==> config.mk <==
export PLATFORM = sky130hd
export DESIGN_NAME = mesh_cell_ray_traversal_core
export DESIGN_NICKNAME = d
export VERILOG_FILES = /design/src/design/mcrt_pkg.sv /design/src/design/mcrt_front.sv /design/src/design/mcrt_div.sv /design/src/design/mcrt_back.sv /design/src/design/mesh_cell_ray_traversal_core.sv
export SDC_FILE = /design/constraint.sdc
export NUM_CORES = 2
export LEC_CHECK = 0
export BUFFER_PORTS_ARGS = -buffer_cell sky130_fd_sc_hd__clkbuf_2
export CORE_MARGIN = 3
export CORE_UTILIZATION = 55
export CTS_BUF_LIST = sky130_fd_sc_hd__clkbuf_4 sky130_fd_sc_hd__clkbuf_8
export DETAILED_ROUTE_END_ITERATION = 7
export PLACE_DENSITY = 0.77
export SLEW_MARGIN = 0
export SYNTH_ARGS = -nofsm -noshare
export SYNTH_HDL_FRONTEND = slang
export SYNTH_HIERARCHICAL = 1
export SYNTH_SLANG_ARGS = --single-unit
==> constraint.sdc <==
create_clock -name clk -period 26.7 [get_ports clk]
set_clock_uncertainty 0.1 [all_clocks]
set_input_delay 2.67 -clock clk [delete_from_list [all_inputs] [get_ports clk]]
set_output_delay 2.67 -clock clk [all_outputs]
set_load 0.01 [all_outputs]
==> src/design/mcrt_pkg.sv <==
// shared types, constants and codes for the mesh cell ray traversal core
package mcrt_pkg;

  // parameter defaults and fixed widths
  localparam int INDEX_BITS_DEF = 12;
  localparam int QUEUE_DEPTH    = 2;
  localparam int CFG_IDX_W      = 3;
  localparam int CFG_DATA_W     = 32;
  localparam int DIV_NUM_W      = 33;
  localparam int DIV_DEN_W      = 31;
  localparam int DIV_CNT_W      = 6;

  localparam logic [30:0] DIST_MAX = 31'h7fffffff;

  // operation codes
  localparam logic OP_START   = 1'b0;
  localparam logic OP_ADVANCE = 1'b1;

  // configuration register indexes
  localparam logic [CFG_IDX_W-1:0] CFG_ORIGIN_X = 3'd0;
  localparam logic [CFG_IDX_W-1:0] CFG_ORIGIN_Y = 3'd1;
  localparam logic [CFG_IDX_W-1:0] CFG_ORIGIN_Z = 3'd2;
  localparam logic [CFG_IDX_W-1:0] CFG_PITCH_X  = 3'd3;
  localparam logic [CFG_IDX_W-1:0] CFG_PITCH_Y  = 3'd4;
  localparam logic [CFG_IDX_W-1:0] CFG_PITCH_Z  = 3'd5;
  localparam logic [CFG_IDX_W-1:0] CFG_FACE_TOL = 3'd6;

  // crossed face codes
  localparam logic [2:0] FACE_NONE = 3'd0;
  localparam logic [2:0] FACE_NEG_X = 3'd1;
  localparam logic [2:0] FACE_POS_Z = 3'd6;

  // per-axis on-face flag
  typedef enum logic [1:0] {
    FLAG_NONE = 2'd0,
    FLAG_LOW  = 2'd1,
    FLAG_HIGH = 2'd2
  } flag_t;

  // back end sequencer states
  typedef enum logic [3:0] {
    S_IDLE,
    S_LOC,
    S_LDIV,
    S_LFIN,
    S_MUL,
    S_OFF,
    S_FACE,
    S_FDIV,
    S_CMP,
    S_NEXT,
    S_DONE
  } back_state_t;

  typedef struct packed {
    logic               operation;
    logic signed [31:0] pos_x;
    logic signed [31:0] pos_y;
    logic signed [31:0] pos_z;
    logic signed [15:0] dir_x;
    logic signed [15:0] dir_y;
    logic signed [15:0] dir_z;
  } in_item_t;

  typedef struct packed {
    logic signed [11:0] cell_x;
    logic signed [11:0] cell_y;
    logic signed [11:0] cell_z;
    logic [30:0]        face_distance;
    logic [2:0]         crossed_face;
  } out_item_t;

  // queue entry: classified transaction
  typedef struct packed {
    logic     advance;
    in_item_t item;
  } queue_entry_t;

  // configuration as seen by the back end, pitches already made nonzero
  typedef struct packed {
    logic signed [31:0] origin_x;
    logic signed [31:0] origin_y;
    logic signed [31:0] origin_z;
    logic [30:0]        pitch_x;
    logic [30:0]        pitch_y;
    logic [30:0]        pitch_z;
    logic [15:0]        face_tol;
  } cfg_t;

  typedef struct packed {
    logic                 start;
    logic [DIV_NUM_W-1:0] num;
    logic [DIV_DEN_W-1:0] rem_init;
    logic [DIV_CNT_W-1:0] count;
    logic [DIV_DEN_W-1:0] divisor;
  } div_req_t;

  typedef struct packed {
    logic                 done;
    logic [DIV_NUM_W-1:0] quot;
    logic [DIV_DEN_W-1:0] rem;
  } div_rsp_t;

endpackage

==> src/design/mcrt_front.sv <==
// front end: accepts transactions, classifies them and queues them for the back end
module mcrt_front (
  input  logic                 clk,
  input  logic                 rst_n,
  input  logic                 in_valid,
  output logic                 in_stall,
  input  mcrt_pkg::in_item_t   in_data,
  output logic                 q_valid,
  output mcrt_pkg::queue_entry_t q_entry,
  input  logic                 q_pop
);

  localparam int PW = $clog2(mcrt_pkg::QUEUE_DEPTH);
  localparam int CW = $clog2(mcrt_pkg::QUEUE_DEPTH + 1);

  mcrt_pkg::queue_entry_t mem_r [mcrt_pkg::QUEUE_DEPTH];
  logic [PW-1:0] wr_ptr_r, rd_ptr_r;
  logic [CW-1:0] cnt_r;
  logic          push, pop;

  assign in_stall = (cnt_r == CW'(mcrt_pkg::QUEUE_DEPTH));
  assign push     = in_valid && !in_stall;
  assign pop      = q_pop && q_valid;
  assign q_valid  = (cnt_r != '0);
  assign q_entry  = mem_r[rd_ptr_r];

  // storage, tagged with the operation class
  always_ff @(posedge clk) begin
    if (push) begin
      mem_r[wr_ptr_r].advance <= (in_data.operation == mcrt_pkg::OP_ADVANCE);
      mem_r[wr_ptr_r].item    <= in_data;
    end
  end

  // pointers and fill count
  always_ff @(posedge clk) begin
    if (!rst_n) begin
      wr_ptr_r <= '0;
      rd_ptr_r <= '0;
      cnt_r    <= '0;
    end else begin
      if (push) wr_ptr_r <= PW'((32'(wr_ptr_r) + 1) % mcrt_pkg::QUEUE_DEPTH);
      if (pop)  rd_ptr_r <= PW'((32'(rd_ptr_r) + 1) % mcrt_pkg::QUEUE_DEPTH);
      if (push && !pop)      cnt_r <= cnt_r + CW'(1);
      else if (pop && !push) cnt_r <= cnt_r - CW'(1);
    end
  end

endmodule

==> src/design/mcrt_div.sv <==
// restoring divider, one quotient bit per cycle, shared by all divisions
module mcrt_div (
  input  logic                clk,
  input  logic                rst_n,
  input  mcrt_pkg::div_req_t  req,
  output mcrt_pkg::div_rsp_t  rsp
);

  localparam int NW = mcrt_pkg::DIV_NUM_W;
  localparam int DW = mcrt_pkg::DIV_DEN_W;

  logic [DW-1:0]                 r_r, div_r;
  logic [NW-1:0]                 n_r, q_r;
  logic [mcrt_pkg::DIV_CNT_W-1:0] cnt_r;
  logic                          done_r;
  logic [DW:0]                   sh;
  logic                          ge;

  // one shift and trial subtract
  assign sh = {r_r, n_r[NW-1]};
  assign ge = (sh >= {1'b0, div_r});

  always_ff @(posedge clk) begin
    if (req.start) begin
      r_r   <= req.rem_init;
      n_r   <= req.num;
      q_r   <= '0;
      div_r <= req.divisor;
    end else if (cnt_r != '0) begin
      r_r <= ge ? DW'(sh - {1'b0, div_r}) : DW'(sh);
      n_r <= {n_r[NW-2:0], 1'b0};
      q_r <= {q_r[NW-2:0], ge};
    end
  end

  // step counter and done pulse
  always_ff @(posedge clk) begin
    if (!rst_n) begin
      cnt_r  <= '0;
      done_r <= 1'b0;
    end else if (req.start) begin
      cnt_r  <= req.count;
      done_r <= 1'b0;
    end else begin
      done_r <= (cnt_r == mcrt_pkg::DIV_CNT_W'(1));
      if (cnt_r != '0) cnt_r <= cnt_r - mcrt_pkg::DIV_CNT_W'(1);
    end
  end

  assign rsp.done = done_r;
  assign rsp.quot = q_r;
  assign rsp.rem  = r_r;

endmodule

==> src/design/mcrt_back.sv <==
// back end: per-axis sequencer for cell location and face stepping
module mcrt_back #(
  parameter int INDEX_BITS = mcrt_pkg::INDEX_BITS_DEF
) (
  input  logic                   clk,
  input  logic                   rst_n,
  input  mcrt_pkg::cfg_t         cfg,
  input  logic                   q_valid,
  input  mcrt_pkg::queue_entry_t q_entry,
  output logic                   q_pop,
  output mcrt_pkg::div_req_t     div_req,
  input  mcrt_pkg::div_rsp_t     div_rsp,
  output logic                   out_valid,
  input  logic                   out_stall,
  output mcrt_pkg::out_item_t    out_data
);

  localparam int QW = 36;
  localparam int PW = INDEX_BITS + 32;
  localparam int OW = INDEX_BITS + 35;
  localparam int IW = INDEX_BITS + 1;
  localparam logic signed [QW-1:0] Q_MAX = (QW'(1) <<< (INDEX_BITS - 1)) - QW'(1);
  localparam logic signed [QW-1:0] Q_MIN = -Q_MAX - QW'(1);
  localparam logic signed [IW-1:0] I_MAX = (IW'(1) <<< (INDEX_BITS - 1)) - IW'(1);
  localparam logic signed [IW-1:0] I_MIN = -I_MAX - IW'(1);

  mcrt_pkg::back_state_t state_r, state_nxt;
  logic [1:0]                   axis_r, axis_nxt;
  logic                         side_r, side_nxt;
  mcrt_pkg::queue_entry_t       ent_r;
  logic signed [INDEX_BITS-1:0] idx_r [3];
  logic signed [INDEX_BITS-1:0] idx_nxt [3];
  mcrt_pkg::flag_t              flag_r [3];
  mcrt_pkg::flag_t              flag_nxt [3];
  logic signed [PW-1:0]         prod_r;
  logic signed [OW-1:0]         lo_r;
  logic [30:0]                  d_r, d_nxt;
  logic [30:0]                  dist_r, dist_nxt;
  logic [2:0]                   face_r, face_nxt;
  logic                         found_r, found_nxt;
  logic                         out_valid_r;
  mcrt_pkg::out_item_t          out_data_r, out_data_nxt;
  logic                         load_out;

  // per-axis operand select
  logic signed [31:0]           pos_a, org_a;
  logic signed [15:0]           dir_a;
  logic [30:0]                  pit_a;
  logic [15:0]                  tol;
  logic signed [INDEX_BITS-1:0] idx_a;
  mcrt_pkg::flag_t              flag_a;

  always_comb begin
    case (axis_r)
      2'd1: begin
        pos_a = ent_r.item.pos_y; dir_a = ent_r.item.dir_y;
        org_a = cfg.origin_y;     pit_a = cfg.pitch_y;
      end
      2'd2: begin
        pos_a = ent_r.item.pos_z; dir_a = ent_r.item.dir_z;
        org_a = cfg.origin_z;     pit_a = cfg.pitch_z;
      end
      default: begin
        pos_a = ent_r.item.pos_x; dir_a = ent_r.item.dir_x;
        org_a = cfg.origin_x;     pit_a = cfg.pitch_x;
      end
    endcase
    idx_a  = (axis_r == 2'd1) ? idx_r[1] : (axis_r == 2'd2) ? idx_r[2] : idx_r[0];
    flag_a = (axis_r == 2'd1) ? flag_r[1] : (axis_r == 2'd2) ? flag_r[2] : flag_r[0];
    tol    = cfg.face_tol;
  end

  // locate: relative position and its magnitude
  logic signed [32:0] rel;
  logic               rel_neg;
  logic [32:0]        rel_mag;
  assign rel     = 33'(pos_a) - 33'(org_a);
  assign rel_neg = rel[32];
  assign rel_mag = rel_neg ? 33'(-rel) : 33'(rel);

  // locate: floor quotient, remainder and face snapping
  logic signed [QW-1:0] qf, qs, qsat;
  logic [30:0]          remf;
  mcrt_pkg::flag_t      lflag;
  always_comb begin
    if (!rel_neg) begin
      qf   = QW'(signed'({1'b0, div_rsp.quot}));
      remf = div_rsp.rem;
    end else if (div_rsp.rem == '0) begin
      qf   = -QW'(signed'({1'b0, div_rsp.quot}));
      remf = '0;
    end else begin
      qf   = -QW'(signed'({1'b0, div_rsp.quot})) - QW'(1);
      remf = pit_a - div_rsp.rem;
    end
    qs    = qf;
    lflag = mcrt_pkg::FLAG_NONE;
    if (remf < 31'(tol)) begin
      if (dir_a < 0) begin
        qs = qf - QW'(1); lflag = mcrt_pkg::FLAG_HIGH;
      end else begin
        lflag = mcrt_pkg::FLAG_LOW;
      end
    end else if ((pit_a - remf) < 31'(tol)) begin
      if (dir_a < 0) begin
        lflag = mcrt_pkg::FLAG_HIGH;
      end else begin
        qs = qf + QW'(1); lflag = mcrt_pkg::FLAG_LOW;
      end
    end
    if (qs > Q_MAX)      qsat = Q_MAX;
    else if (qs < Q_MIN) qsat = Q_MIN;
    else                 qsat = qs;
  end

  // advance: face offset, hit test and early saturation
  logic signed [OW-1:0] off;
  logic [OW-1:0]        off_mag;
  logic [15:0]          um;
  logic                 skip, can_hit, big;
  always_comb begin
    off     = side_r ? lo_r + OW'(signed'({1'b0, pit_a})) : lo_r;
    off_mag = off[OW-1] ? OW'(-off) : OW'(off);
    um      = dir_a[15] ? 16'(-dir_a) : 16'(dir_a);
    skip    = (!side_r && flag_a == mcrt_pkg::FLAG_LOW) ||
              (side_r && flag_a == mcrt_pkg::FLAG_HIGH);
    can_hit = !skip && (dir_a != '0) && (off != '0) && (off[OW-1] == dir_a[15]);
    big     = (off_mag >= (OW'(um) << 16));
  end

  // advance: index step and flags after the nearest face
  logic [1:0]          fa;
  logic signed [IW-1:0] istep;
  always_comb begin
    fa    = 2'((face_r - 3'd1) >> 1);
    istep = '0;
    for (int a = 0; a < 3; a++) begin
      idx_nxt[a]  = idx_r[a];
      flag_nxt[a] = flag_r[a];
    end
    if (ent_r.advance) begin
      for (int a = 0; a < 3; a++) flag_nxt[a] = mcrt_pkg::FLAG_NONE;
      if (found_r) begin
        for (int a = 0; a < 3; a++) begin
          if (2'(a) == fa) begin
            istep = face_r[0] ? IW'(idx_r[a]) - IW'(1) : IW'(idx_r[a]) + IW'(1);
            if (istep > I_MAX)      idx_nxt[a] = INDEX_BITS'(I_MAX);
            else if (istep < I_MIN) idx_nxt[a] = INDEX_BITS'(I_MIN);
            else                    idx_nxt[a] = INDEX_BITS'(istep);
            flag_nxt[a] = face_r[0] ? mcrt_pkg::FLAG_HIGH : mcrt_pkg::FLAG_LOW;
          end
        end
      end
    end
    out_data_nxt.cell_x        = 12'(idx_nxt[0]);
    out_data_nxt.cell_y        = 12'(idx_nxt[1]);
    out_data_nxt.cell_z        = 12'(idx_nxt[2]);
    out_data_nxt.face_distance = (ent_r.advance && found_r) ? dist_r : mcrt_pkg::DIST_MAX;
    out_data_nxt.crossed_face  = (ent_r.advance && found_r) ? face_r : mcrt_pkg::FACE_NONE;
  end

  // sequencer next state and divider launch
  always_comb begin
    state_nxt = state_r;
    axis_nxt  = axis_r;
    side_nxt  = side_r;
    d_nxt     = d_r;
    dist_nxt  = dist_r;
    face_nxt  = face_r;
    found_nxt = found_r;
    q_pop     = 1'b0;
    load_out  = 1'b0;
    div_req   = '0;
    case (state_r)
      mcrt_pkg::S_IDLE: begin
        if (q_valid) begin
          q_pop     = 1'b1;
          axis_nxt  = 2'd0;
          found_nxt = 1'b0;
          dist_nxt  = mcrt_pkg::DIST_MAX;
          face_nxt  = mcrt_pkg::FACE_NONE;
          state_nxt = q_entry.advance ? mcrt_pkg::S_MUL : mcrt_pkg::S_LOC;
        end
      end
      mcrt_pkg::S_LOC: begin
        div_req.start    = 1'b1;
        div_req.num      = rel_mag;
        div_req.rem_init = '0;
        div_req.count    = mcrt_pkg::DIV_CNT_W'(mcrt_pkg::DIV_NUM_W);
        div_req.divisor  = pit_a;
        state_nxt        = mcrt_pkg::S_LDIV;
      end
      mcrt_pkg::S_LDIV: begin
        if (div_rsp.done) state_nxt = mcrt_pkg::S_LFIN;
      end
      mcrt_pkg::S_LFIN: begin
        if (axis_r == 2'd2) state_nxt = mcrt_pkg::S_DONE;
        else begin
          axis_nxt  = axis_r + 2'd1;
          state_nxt = mcrt_pkg::S_LOC;
        end
      end
      mcrt_pkg::S_MUL: state_nxt = mcrt_pkg::S_OFF;
      mcrt_pkg::S_OFF: begin
        side_nxt  = 1'b0;
        state_nxt = mcrt_pkg::S_FACE;
      end
      mcrt_pkg::S_FACE: begin
        if (!can_hit) state_nxt = mcrt_pkg::S_NEXT;
        else if (big) begin
          d_nxt     = mcrt_pkg::DIST_MAX;
          state_nxt = mcrt_pkg::S_CMP;
        end else begin
          // quotient of (mag << 15) / um is below 2^31 here
          div_req.start    = 1'b1;
          div_req.num      = {off_mag[15:0], 17'd0};
          div_req.rem_init = 31'(off_mag[31:16]);
          div_req.count    = mcrt_pkg::DIV_CNT_W'(31);
          div_req.divisor  = 31'(um);
          state_nxt        = mcrt_pkg::S_FDIV;
        end
      end
      mcrt_pkg::S_FDIV: begin
        if (div_rsp.done) begin
          d_nxt     = div_rsp.quot[30:0];
          state_nxt = mcrt_pkg::S_CMP;
        end
      end
      mcrt_pkg::S_CMP: begin
        // strict compare keeps the earlier face on ties
        if (!found_r || d_r < dist_r) begin
          found_nxt = 1'b1;
          dist_nxt  = d_r;
          face_nxt  = {axis_r, side_r} + mcrt_pkg::FACE_NEG_X;
        end
        state_nxt = mcrt_pkg::S_NEXT;
      end
      mcrt_pkg::S_NEXT: begin
        if (!side_r) begin
          side_nxt  = 1'b1;
          state_nxt = mcrt_pkg::S_FACE;
        end else if (axis_r == 2'd2) begin
          state_nxt = mcrt_pkg::S_DONE;
        end else begin
          axis_nxt  = axis_r + 2'd1;
          state_nxt = mcrt_pkg::S_MUL;
        end
      end
      mcrt_pkg::S_DONE: begin
        if (!out_valid_r || !out_stall) begin
          load_out  = 1'b1;
          state_nxt = mcrt_pkg::S_IDLE;
        end
      end
      default: state_nxt = mcrt_pkg::S_IDLE;
    endcase
  end

  // control state and traversal state
  always_ff @(posedge clk) begin
    if (!rst_n) begin
      state_r     <= mcrt_pkg::S_IDLE;
      out_valid_r <= 1'b0;
      for (int a = 0; a < 3; a++) begin
        idx_r[a]  <= '0;
        flag_r[a] <= mcrt_pkg::FLAG_NONE;
      end
    end else begin
      state_r <= state_nxt;
      if (load_out)       out_valid_r <= 1'b1;
      else if (!out_stall) out_valid_r <= 1'b0;
      if (state_r == mcrt_pkg::S_LFIN) begin
        for (int a = 0; a < 3; a++) begin
          if (2'(a) == axis_r) begin
            idx_r[a]  <= INDEX_BITS'(qsat);
            flag_r[a] <= lflag;
          end
        end
      end
      if (load_out) begin
        for (int a = 0; a < 3; a++) begin
          idx_r[a]  <= idx_nxt[a];
          flag_r[a] <= flag_nxt[a];
        end
      end
    end
  end

  // working registers
  always_ff @(posedge clk) begin
    axis_r  <= axis_nxt;
    side_r  <= side_nxt;
    d_r     <= d_nxt;
    dist_r  <= dist_nxt;
    face_r  <= face_nxt;
    found_r <= found_nxt;
    if (q_pop)    ent_r <= q_entry;
    if (state_r == mcrt_pkg::S_MUL) prod_r <= PW'(idx_a) * PW'(signed'({1'b0, pit_a}));
    if (state_r == mcrt_pkg::S_OFF) lo_r <= OW'(org_a) + OW'(prod_r) - OW'(pos_a);
    if (load_out) out_data_r <= out_data_nxt;
  end

  assign out_valid = out_valid_r;
  assign out_data  = out_data_r;

endmodule

==> src/design/mesh_cell_ray_traversal_core.sv <==
// top level of the mesh cell ray traversal core
//
//  channel  direction  handshake          payload
//  in_      input      in_valid/in_stall   mcrt_pkg::in_item_t
//  out_     output     out_valid/out_stall mcrt_pkg::out_item_t
//  cfg_     input      cfg_we              cfg_index, cfg_data
//
// a start transaction runs one division of the 33-bit relative position per axis
// an advance transaction runs a division for each face that it can hit and that is not so far
// that its distance saturates, on the shared divider, which gives one quotient bit per cycle
// a two-entry queue takes new transactions while the back end works or its result waits
// reset (rst_n low, synchronous) clears indices, on-face flags, queue and result valid, and resets the cfg registers
// a stalled result holds in the output register and the back end waits behind it
module mesh_cell_ray_traversal_core #(
  parameter int INDEX_BITS = mcrt_pkg::INDEX_BITS_DEF
) (
  input  logic                                 clk,
  input  logic                                 rst_n,
  input  logic                                 in_valid,
  output logic                                 in_stall,
  input  mcrt_pkg::in_item_t                   in_data,
  output logic                                 out_valid,
  input  logic                                 out_stall,
  output mcrt_pkg::out_item_t                  out_data,
  input  logic                                 cfg_we,
  input  logic [mcrt_pkg::CFG_IDX_W-1:0]       cfg_index,
  input  logic [mcrt_pkg::CFG_DATA_W-1:0]      cfg_data
);

  logic signed [31:0] origin_x_r, origin_y_r, origin_z_r;
  logic [30:0]        pitch_x_r, pitch_y_r, pitch_z_r;
  logic [15:0]        face_tol_r;
  mcrt_pkg::cfg_t     cfg;

  // configuration registers
  always_ff @(posedge clk) begin
    if (!rst_n) begin
      origin_x_r <= '0;
      origin_y_r <= '0;
      origin_z_r <= '0;
      pitch_x_r  <= 31'd65536;
      pitch_y_r  <= 31'd65536;
      pitch_z_r  <= 31'd65536;
      face_tol_r <= 16'd1;
    end else if (cfg_we) begin
      case (cfg_index)
        mcrt_pkg::CFG_ORIGIN_X: origin_x_r <= cfg_data;
        mcrt_pkg::CFG_ORIGIN_Y: origin_y_r <= cfg_data;
        mcrt_pkg::CFG_ORIGIN_Z: origin_z_r <= cfg_data;
        mcrt_pkg::CFG_PITCH_X:  pitch_x_r  <= cfg_data[30:0];
        mcrt_pkg::CFG_PITCH_Y:  pitch_y_r  <= cfg_data[30:0];
        mcrt_pkg::CFG_PITCH_Z:  pitch_z_r  <= cfg_data[30:0];
        mcrt_pkg::CFG_FACE_TOL: face_tol_r <= cfg_data[15:0];
        default: ;
      endcase
    end
  end

  // zero pitch acts as pitch one
  always_comb begin
    cfg.origin_x = origin_x_r;
    cfg.origin_y = origin_y_r;
    cfg.origin_z = origin_z_r;
    cfg.pitch_x  = (pitch_x_r == '0) ? 31'd1 : pitch_x_r;
    cfg.pitch_y  = (pitch_y_r == '0) ? 31'd1 : pitch_y_r;
    cfg.pitch_z  = (pitch_z_r == '0) ? 31'd1 : pitch_z_r;
    cfg.face_tol = face_tol_r;
  end

  logic                   q_valid, q_pop;
  mcrt_pkg::queue_entry_t q_entry;
  mcrt_pkg::div_req_t     div_req;
  mcrt_pkg::div_rsp_t     div_rsp;

  mcrt_front u_front (
    .clk      (clk),
    .rst_n    (rst_n),
    .in_valid (in_valid),
    .in_stall (in_stall),
    .in_data  (in_data),
    .q_valid  (q_valid),
    .q_entry  (q_entry),
    .q_pop    (q_pop)
  );

  mcrt_div u_div (
    .clk   (clk),
    .rst_n (rst_n),
    .req   (div_req),
    .rsp   (div_rsp)
  );

  mcrt_back #(
    .INDEX_BITS (INDEX_BITS)
  ) u_back (
    .clk       (clk),
    .rst_n     (rst_n),
    .cfg       (cfg),
    .q_valid   (q_valid),
    .q_entry   (q_entry),
    .q_pop     (q_pop),
    .div_req   (div_req),
    .div_rsp   (div_rsp),
    .out_valid (out_valid),
    .out_stall (out_stall),
    .out_data  (out_data)
  );

endmodule

=== Word level (Yosys, flattened, before mapping) ===
Memory sizes are Yosys's and may differ from the RTL's. A register that Yosys moved wholly into a read port is not among the register bits.
Index checks and enable logic that the tools add are counted.

* Flip-flop bits (word level): 724
* Latch bits: 0
* Bits in writable memories: 334
* ROM bits: 0
* Bits of input ports: 185
* Output and inout port bits: 72
* Memories: 3

{| class="wikitable"
|+ Memories
! memory !! depth !! width !! rd ports !! clocked after memory_dff !! write ports !! line !! text
|-
| u_front.mem_r || 2 || 146 || 1 || 1 || 1 || mcrt_front.sv:16 || <nowiki>mcrt_pkg::queue_entry_t mem_r [mcrt_pkg::QUEUE_DEPTH];</nowiki>
|-
| u_back.idx_r || 3 || 12 || 3 || 0 || 3 || mcrt_back.sv:31 || <nowiki>logic signed [INDEX_BITS-1:0] idx_r [3];</nowiki>
|-
| u_back.flag_r || 3 || 2 || 3 || 0 || 3 || mcrt_back.sv:33 || <nowiki>mcrt_pkg::flag_t flag_r [3];</nowiki>
|}

* $add $sub $neg: 28
* $mul: 1
* Divide/modulo/power cells: 0
* Magnitude comparators: 14
* Equality and inequality tests: 36
* Shift operators: 0
* Mux-type cells: 127
* Bitwise operators: 13
* Reduce and logical (&&, ||, !) cells: 51

{| class="wikitable"
|+ Operators by type and width
! kind !! count
|-
| two-way mux 31 bit || 13
|-
| two-way mux 36 bit || 8
|-
| two-way mux 12 bit || 19
|-
| two-way mux 102 bit || 2
|-
| one-hot mux 102 bit (2 select lines) || 1
|-
| one-hot mux 31 bit (2 select lines) || 3
|-
| one-hot mux 32 bit (2 select lines) || 2
|-
| zero test 31 bit || 4
|-
| two-way mux 33 bit || 3
|-
| two-way mux 47 bit || 2
|-
| subtractor 31 bit || 3
|-
| subtractor 36 x 2 -> 36 bit, second input constant || 2
|-
| less-than comparator 31 x 16 -> 1 bit || 2
|-
| adder 47 x 32 -> 47 bit || 1
|-
| greater-or-equal comparator 47 x 32 -> 1 bit || 1
|-
| negator 47 bit || 1
|-
| nonzero test 47 bit || 1
|-
| subtractor 45 x 32 -> 46 bit || 1
|-
| adder 32 x 44 -> 45 bit || 1
|-
| multiplier 12 x 32 -> 44 bit || 1
|-
| one-hot mux 4 bit (11 select lines) || 1
|-
| two-way mux 2 bit || 20
|-
| adder 12 x 2 -> 13 bit, second input constant || 3
|-
| greater-than comparator 13 x 12 -> 1 bit, second input constant || 3
|-
| 59 further kinds || 172
|}

=== Logic depth before layout (Yosys ltp) ===
* Depth in word-level cells: 15
* Depth in mapped cells: 57
* Gate-level depth less buffers: 44

=== Hierarchy ===
The synthesis kept the hierarchy.

{| class="wikitable"
|+ Modules (own cells, without submodules)
! module !! instances !! cells an instance !! area an instance (um^2) !! sequential area each (um^2)
|-
| mcrt_back || 1 || 5,967 || 51,481.9 || 12,592.1
|-
| mcrt_front || 1 || 477 || 10,896.7 || 8,808.4
|-
| mesh_cell_ray_traversal_core || 1 || 1,029 || 8,321.7 || 4,103.9
|-
| mcrt_div || 1 || 646 || 7,111.8 || 3,653.5
|}

=== Worst setup path before layout ===
No wires, ideal clock.

* Path type: flip-flop to flip-flop
* Start: register u_back.state_r[3]
* End: register u_front.cnt_r[1]
* Arrival: 18.545 ns
* Slack: 7.985 ns
* Cell stages (with the launch flop): 7
* Path buffers: 1
* Path through: dfxtp_1 clkbuf_1 nor4b_1 o21ai_1 ha_1 or3_1 a21boi_1

* Word-level cells in the longest chain between the ends: 6
* Elaborated cells on any way between the ends: 8
* Those cells by class: mux (2); reduce/logical (6)

{| class="wikitable"
|+ RTL lines
! item !! line !! text
|-
| from (decl) || mcrt_back.sv:27 || <nowiki>mcrt_pkg::back_state_t state_r, state_nxt;</nowiki>
|-
| from (signal assigned) || mcrt_back.sv:262 || <nowiki>state_r <= mcrt_pkg::S_IDLE;</nowiki>
|-
| from (signal assigned) || mcrt_back.sv:269 || <nowiki>state_r <= state_nxt;</nowiki>
|-
| zero test 4 bit (*) || mcrt_back.sv:174 || <nowiki>case (state_r)</nowiki>
|-
| two-way mux 1 bit (*) || mcrt_back.sv:174 ||
|-
| net q_pop || mesh_cell_ray_traversal_core.sv:70 || <nowiki>logic q_valid, q_pop;</nowiki>
|-
| logical AND 1 bit (*) || mcrt_front.sv:23 || <nowiki>assign pop = q_pop && q_valid;</nowiki>
|-
| zero test 1 bit || mcrt_front.sv:44 || <nowiki>if (push && !pop) cnt_r <= cnt_r + CW'(1);</nowiki>
|-
| logical AND 1 bit || mcrt_front.sv:44 ||
|-
| two-way mux 2 bit / nonzero test 2 bit (equally long branches) || - ||
|-
| to (signal assigned) || mcrt_front.sv:44 ||
|-
| to (signal assigned) || mcrt_front.sv:45 || <nowiki>else if (pop && !push) cnt_r <= cnt_r - CW'(1);</nowiki>
|-
| to (decl) || mcrt_front.sv:18 || <nowiki>logic [CW-1:0] cnt_r;</nowiki>
|}

Mark *: on every way through the listed nets, which the timed path passes. The rest lies on a longest branch.
A chain may end at the register's enable or synchronous reset.

==> results list <==
- Utilization of the core after routing: 60.08%
* Worst Setup End Kind: flop
- Entering global routing, the biggest net connects 210 pins.
- Number of cell instances on the worst register-to-register path: 37
- Detailed placement ended at an HPWL of 182600 um.
- In the final timing run, aggregate negative setup slack is 0 ns.
- The most used flip-flop cell after synthesis is sky130_fd_sc_hd__edfxtp_1.
- Asr flop ratio synth: 0%
- After layout, the worst path uses 54.92% of the clock period.
- Dominant cell by count in the synthesized netlist: sky130_fd_sc_hd__nand2_1
* Area grow syn2layout: 8.133%
- Data on the critical path is required at its endpoint by 27.23 ns.
- Share of the synthesized area in the top cell type: 30.91%
* Signal arrival time at the worst endpoint: 15.19 ns
* Initial antenna violation count: 8
- The worst setup path is launched from a flop.
- Wire length of the first global-routing pass: 365500 um
* Vias in the first global route: 62271
* Post-synth design cell area: 77810 um^2
- CTS sink cnt: 1056
* Yosys Warn Count: 6
- The flow ran to the end, and the final reports show no timing, DRC or antenna violations.
* Depth of the CTS H-tree: 4
* Max clock buf depth: 3
- Number of filler cells placed in the layout: 11532
* Fraction of the yosys area taken by sequential cells: 37.47%
- RD Place Congestion: 1.023
- Num CTS Buffers: 175
* Wire length per cell after detailed routing: 23.63 um
* Gate Count Post-Synth: 8119
- In this run the vertical extent of the chip is 382.1 um.
* Post-synth top cells: sky130_fd_sc_hd__nand2_1, sky130_fd_sc_hd__edfxtp_1, sky130_fd_sc_hd__inv_1, sky130_fd_sc_hd__nor2_1, sky130_fd_sc_hd__ha_1
- Detailed routing inserted a total of 63545 vias.
- Per-cell via count in the routed design: 6.222
- On the worst path, the slowest cell contributes a delay of 0.96 ns.
* Endpoints failing setup: 0
- The detailed router finished its first iteration with 5988 violations.
* Cts-stage hold buffer count: 0
- Fraction of final layout cells with drive strength greater than 1: 12.36%
- After synthesis, the netlist uses 116 different library cells.
- Hold path depth: 2
- Average cell area after synthesis: 9.584 um^2
* Max cap viols: 0
- Aggregate routed wire length: 241400 um
- Clock Root Buffer: sky130_fd_sc_hd__clkbuf_8
- Setup repair after global routing left no endpoint under its margin.
- Final hold vios: 0
- Once the floorplan was initialized, standard cells occupied 55.56% of the core.
* Cell types with the largest area share after synthesis: sky130_fd_sc_hd__edfxtp_1, sky130_fd_sc_hd__fa_1, sky130_fd_sc_hd__ha_1, sky130_fd_sc_hd__dfxtp_1, sky130_fd_sc_hd__nand2_1
* TritonCTS clock tree: done
- Once detail routing completed, the nets flagged for antenna violations numbered 0.
- The synthesized design contains 801 enable-type register cells.
- The first TritonRoute pass finished after 6 iterations.
- Post-route DRC: 0
* X dimension of the die: 382.1 um
- In this run the post-CTS setup repair buffer count came out at 0.
- Area of the core: 140000 um^2
* Critical-path top delay cell: sky130_fd_sc_hd__a21oi_2
* Final critical delay including setup and external delays: 14.66 ns
* Path type of the worst setup path: flop to flop
* Row count: 137
* Flops & latches, synth: 1056
- Maximum fanout encountered on the critical timing path: 72
- Clock latency on the worst-skew pair, taken at its later pin, is 0.96 ns.
- Worst hold path type: flop to flop
- Static timing analysis puts the maximum clock frequency at 68.20 MHz.
- Hold is met by 0.3569 ns.
- Once the clock tree was built, the resizer swapped 0 gates to a different size.
- Total count of max-transition violations in the final report: 0
- During I/O placement, the number of pins put on the boundary was 257.
- Buffers placed on the I/O ports in this run total 256.
- After clock tree synthesis, the clock-pin slew on the worst setup and hold paths is 0.07 ns.
- Rel. slew slack: 17.91%
- Cell type with the largest total area after synthesis: sky130_fd_sc_hd__edfxtp_1
* Overall die area: 146000 um^2
- After the last flow step, the layout net total stands at 9159.
- For this run, the total global-route usage over all layers was measured as 32.45%.
- Summed over all layers, the global routing overflow is 0.
* Pin slew with the least headroom to its limit: 1.231 ns
## metal layers
| layer | routed length, um | vias to the layer above | part of all wire [%] | GRT usage, % |
|---|---|---|---|---|
| met5 | 52 | - | 0.022 | 0 |
| met4 | 17790 | 8 | 7.4 | 20.55 |
| met3 | 21720 | 781 | 9.0 | 6.953 |
| met2 | 110200 | 3234 | 46 | 51.75 |
| met1 | 91560 | 30676 | 38 | 40.16 |
| li1 | - | 28846 | - | - |
## critical path, delay by kind of cell, from the launching register on
kind	cells	cell delay, ns
flip-flops	1	0.46
AO/OA/AOI/OAI	17	6.01
adder cells (fa/ha/maj)	4	2.15
AND/OR/NAND/NOR	8	2.66
buffers and inverters	6	2.35
XOR/XNOR	2	0.47
## layout by cell type, fill, tap and decap left out, types with 70 or more instances in the layout
cell	synthesis	routed
sky130_fd_sc_hd__fa_1	343	343
sky130_fd_sc_hd__ha_1	441	438
sky130_fd_sc_hd__xnor2_1	257	257
sky130_fd_sc_hd__a21o_1	187	187
sky130_fd_sc_hd__and2_1	74	74
sky130_fd_sc_hd__nor4_1	71	71
sky130_fd_sc_hd__nor3_1	134	134
sky130_fd_sc_hd__nand2b_1	81	81
sky130_fd_sc_hd__a21oi_1	378	371
sky130_fd_sc_hd__nand2_1	1062	1061
sky130_fd_sc_hd__clkbuf_2	1	255
sky130_fd_sc_hd__a22oi_1	126	126
sky130_fd_sc_hd__a21boi_1	118	118
sky130_fd_sc_hd__a21boi_0	100	100
sky130_fd_sc_hd__mux2_2	161	161
sky130_fd_sc_hd__edfxtp_1	801	801
sky130_fd_sc_hd__buf_4	32	95
sky130_fd_sc_hd__nand4_1	81	81
sky130_fd_sc_hd__xor2_1	133	133
sky130_fd_sc_hd__clkinv_1	31	70
sky130_fd_sc_hd__nand3_1	154	154
sky130_fd_sc_hd__dfxtp_1	255	254
sky130_fd_sc_hd__nor2_1	583	583
sky130_fd_sc_hd__or2_2	81	81
sky130_fd_sc_hd__inv_1	632	631
sky130_fd_sc_hd__clkbuf_8	0	184
sky130_fd_sc_hd__o21ai_0	261	257
## cells by family (layout without fill, tap and decap cells)
group / count (synthesis) / count (layout) / share of synthesized area (%)
simple gates: 2644 / 2644 / 16.03
compound gates: 1840 / 1840 / 16.21
buf+inv: 1135 / 1337 / 5.904
flops: 1056 / 1056 / 37.47
fa+ha+maj: 784 / 784 / 15.92
xor+xnor: 391 / 391 / 4.419
mux: 268 / 268 / 4.044
other cells: 1 / 17 / 0.004819
## final timing paths
check / start / end / slack, ns
worst max-delay path: u_back/axis_r[0] / u_back/idx_r[0][13] / 12.04
worst min-delay path: origin_z_r[8] / origin_z_r[8] / 0.36
worst max register to register: u_back/axis_r[0] / u_back/idx_r[0][13] / 12.04
worst min register to register: origin_z_r[8] / origin_z_r[8] / 0.36
## area by class of cell
class | count | area (um^2) | share of cell area, %
Tap cell | 1876 | 2347 | 2.790
Timing Repair Buffer | 351 | 2009 | 2.388
Multi-Input combinational cell | 5942 | 44310 | 52.67
Sequential cell | 1056 | 29160 | 34.66
Inverter | 664 | 2492 | 2.962
Clock buffer | 222 | 2818 | 3.349
Clock inverter | 100 | 993.5 | 1.181
Antenna cell | 2 | 5.005 | 0.005948
## flip-flops by register name (all words and copies together), names as in the netlist, 32 cells and up, named ones only
| register | cells |
|---|---|
| origin_x_r | 32 |
| origin_y_r | 32 |
| origin_z_r | 32 |
| u_back/ent_r | 145 |
| u_back/idx_r | 36 |
| u_back/lo_r | 46 |
| u_back/out_data | 70 |
| u_back/prod_r | 44 |
| u_div/n_r | 33 |
| u_div/q_r | 33 |
| u_front/mem_r | 290 |
## stage by stage
stage | worst slack [ns] | std cells | area (um^2)
after floorplan | 7.985 | 8133 | 77860
after CTS | 12.48 | 10211 | 84140
final | 12.04 | 10213 | 84140
after global placement | 12.86 | 9889 | 80320
after global routing | 11.19 | 10212 | 84140
after detailed placement | 12.56 | 9889 | 80320
Power is left out: the tool's default activity adds up to more than one toggle a clock period on the data nets, which glitch-free logic cannot reach.
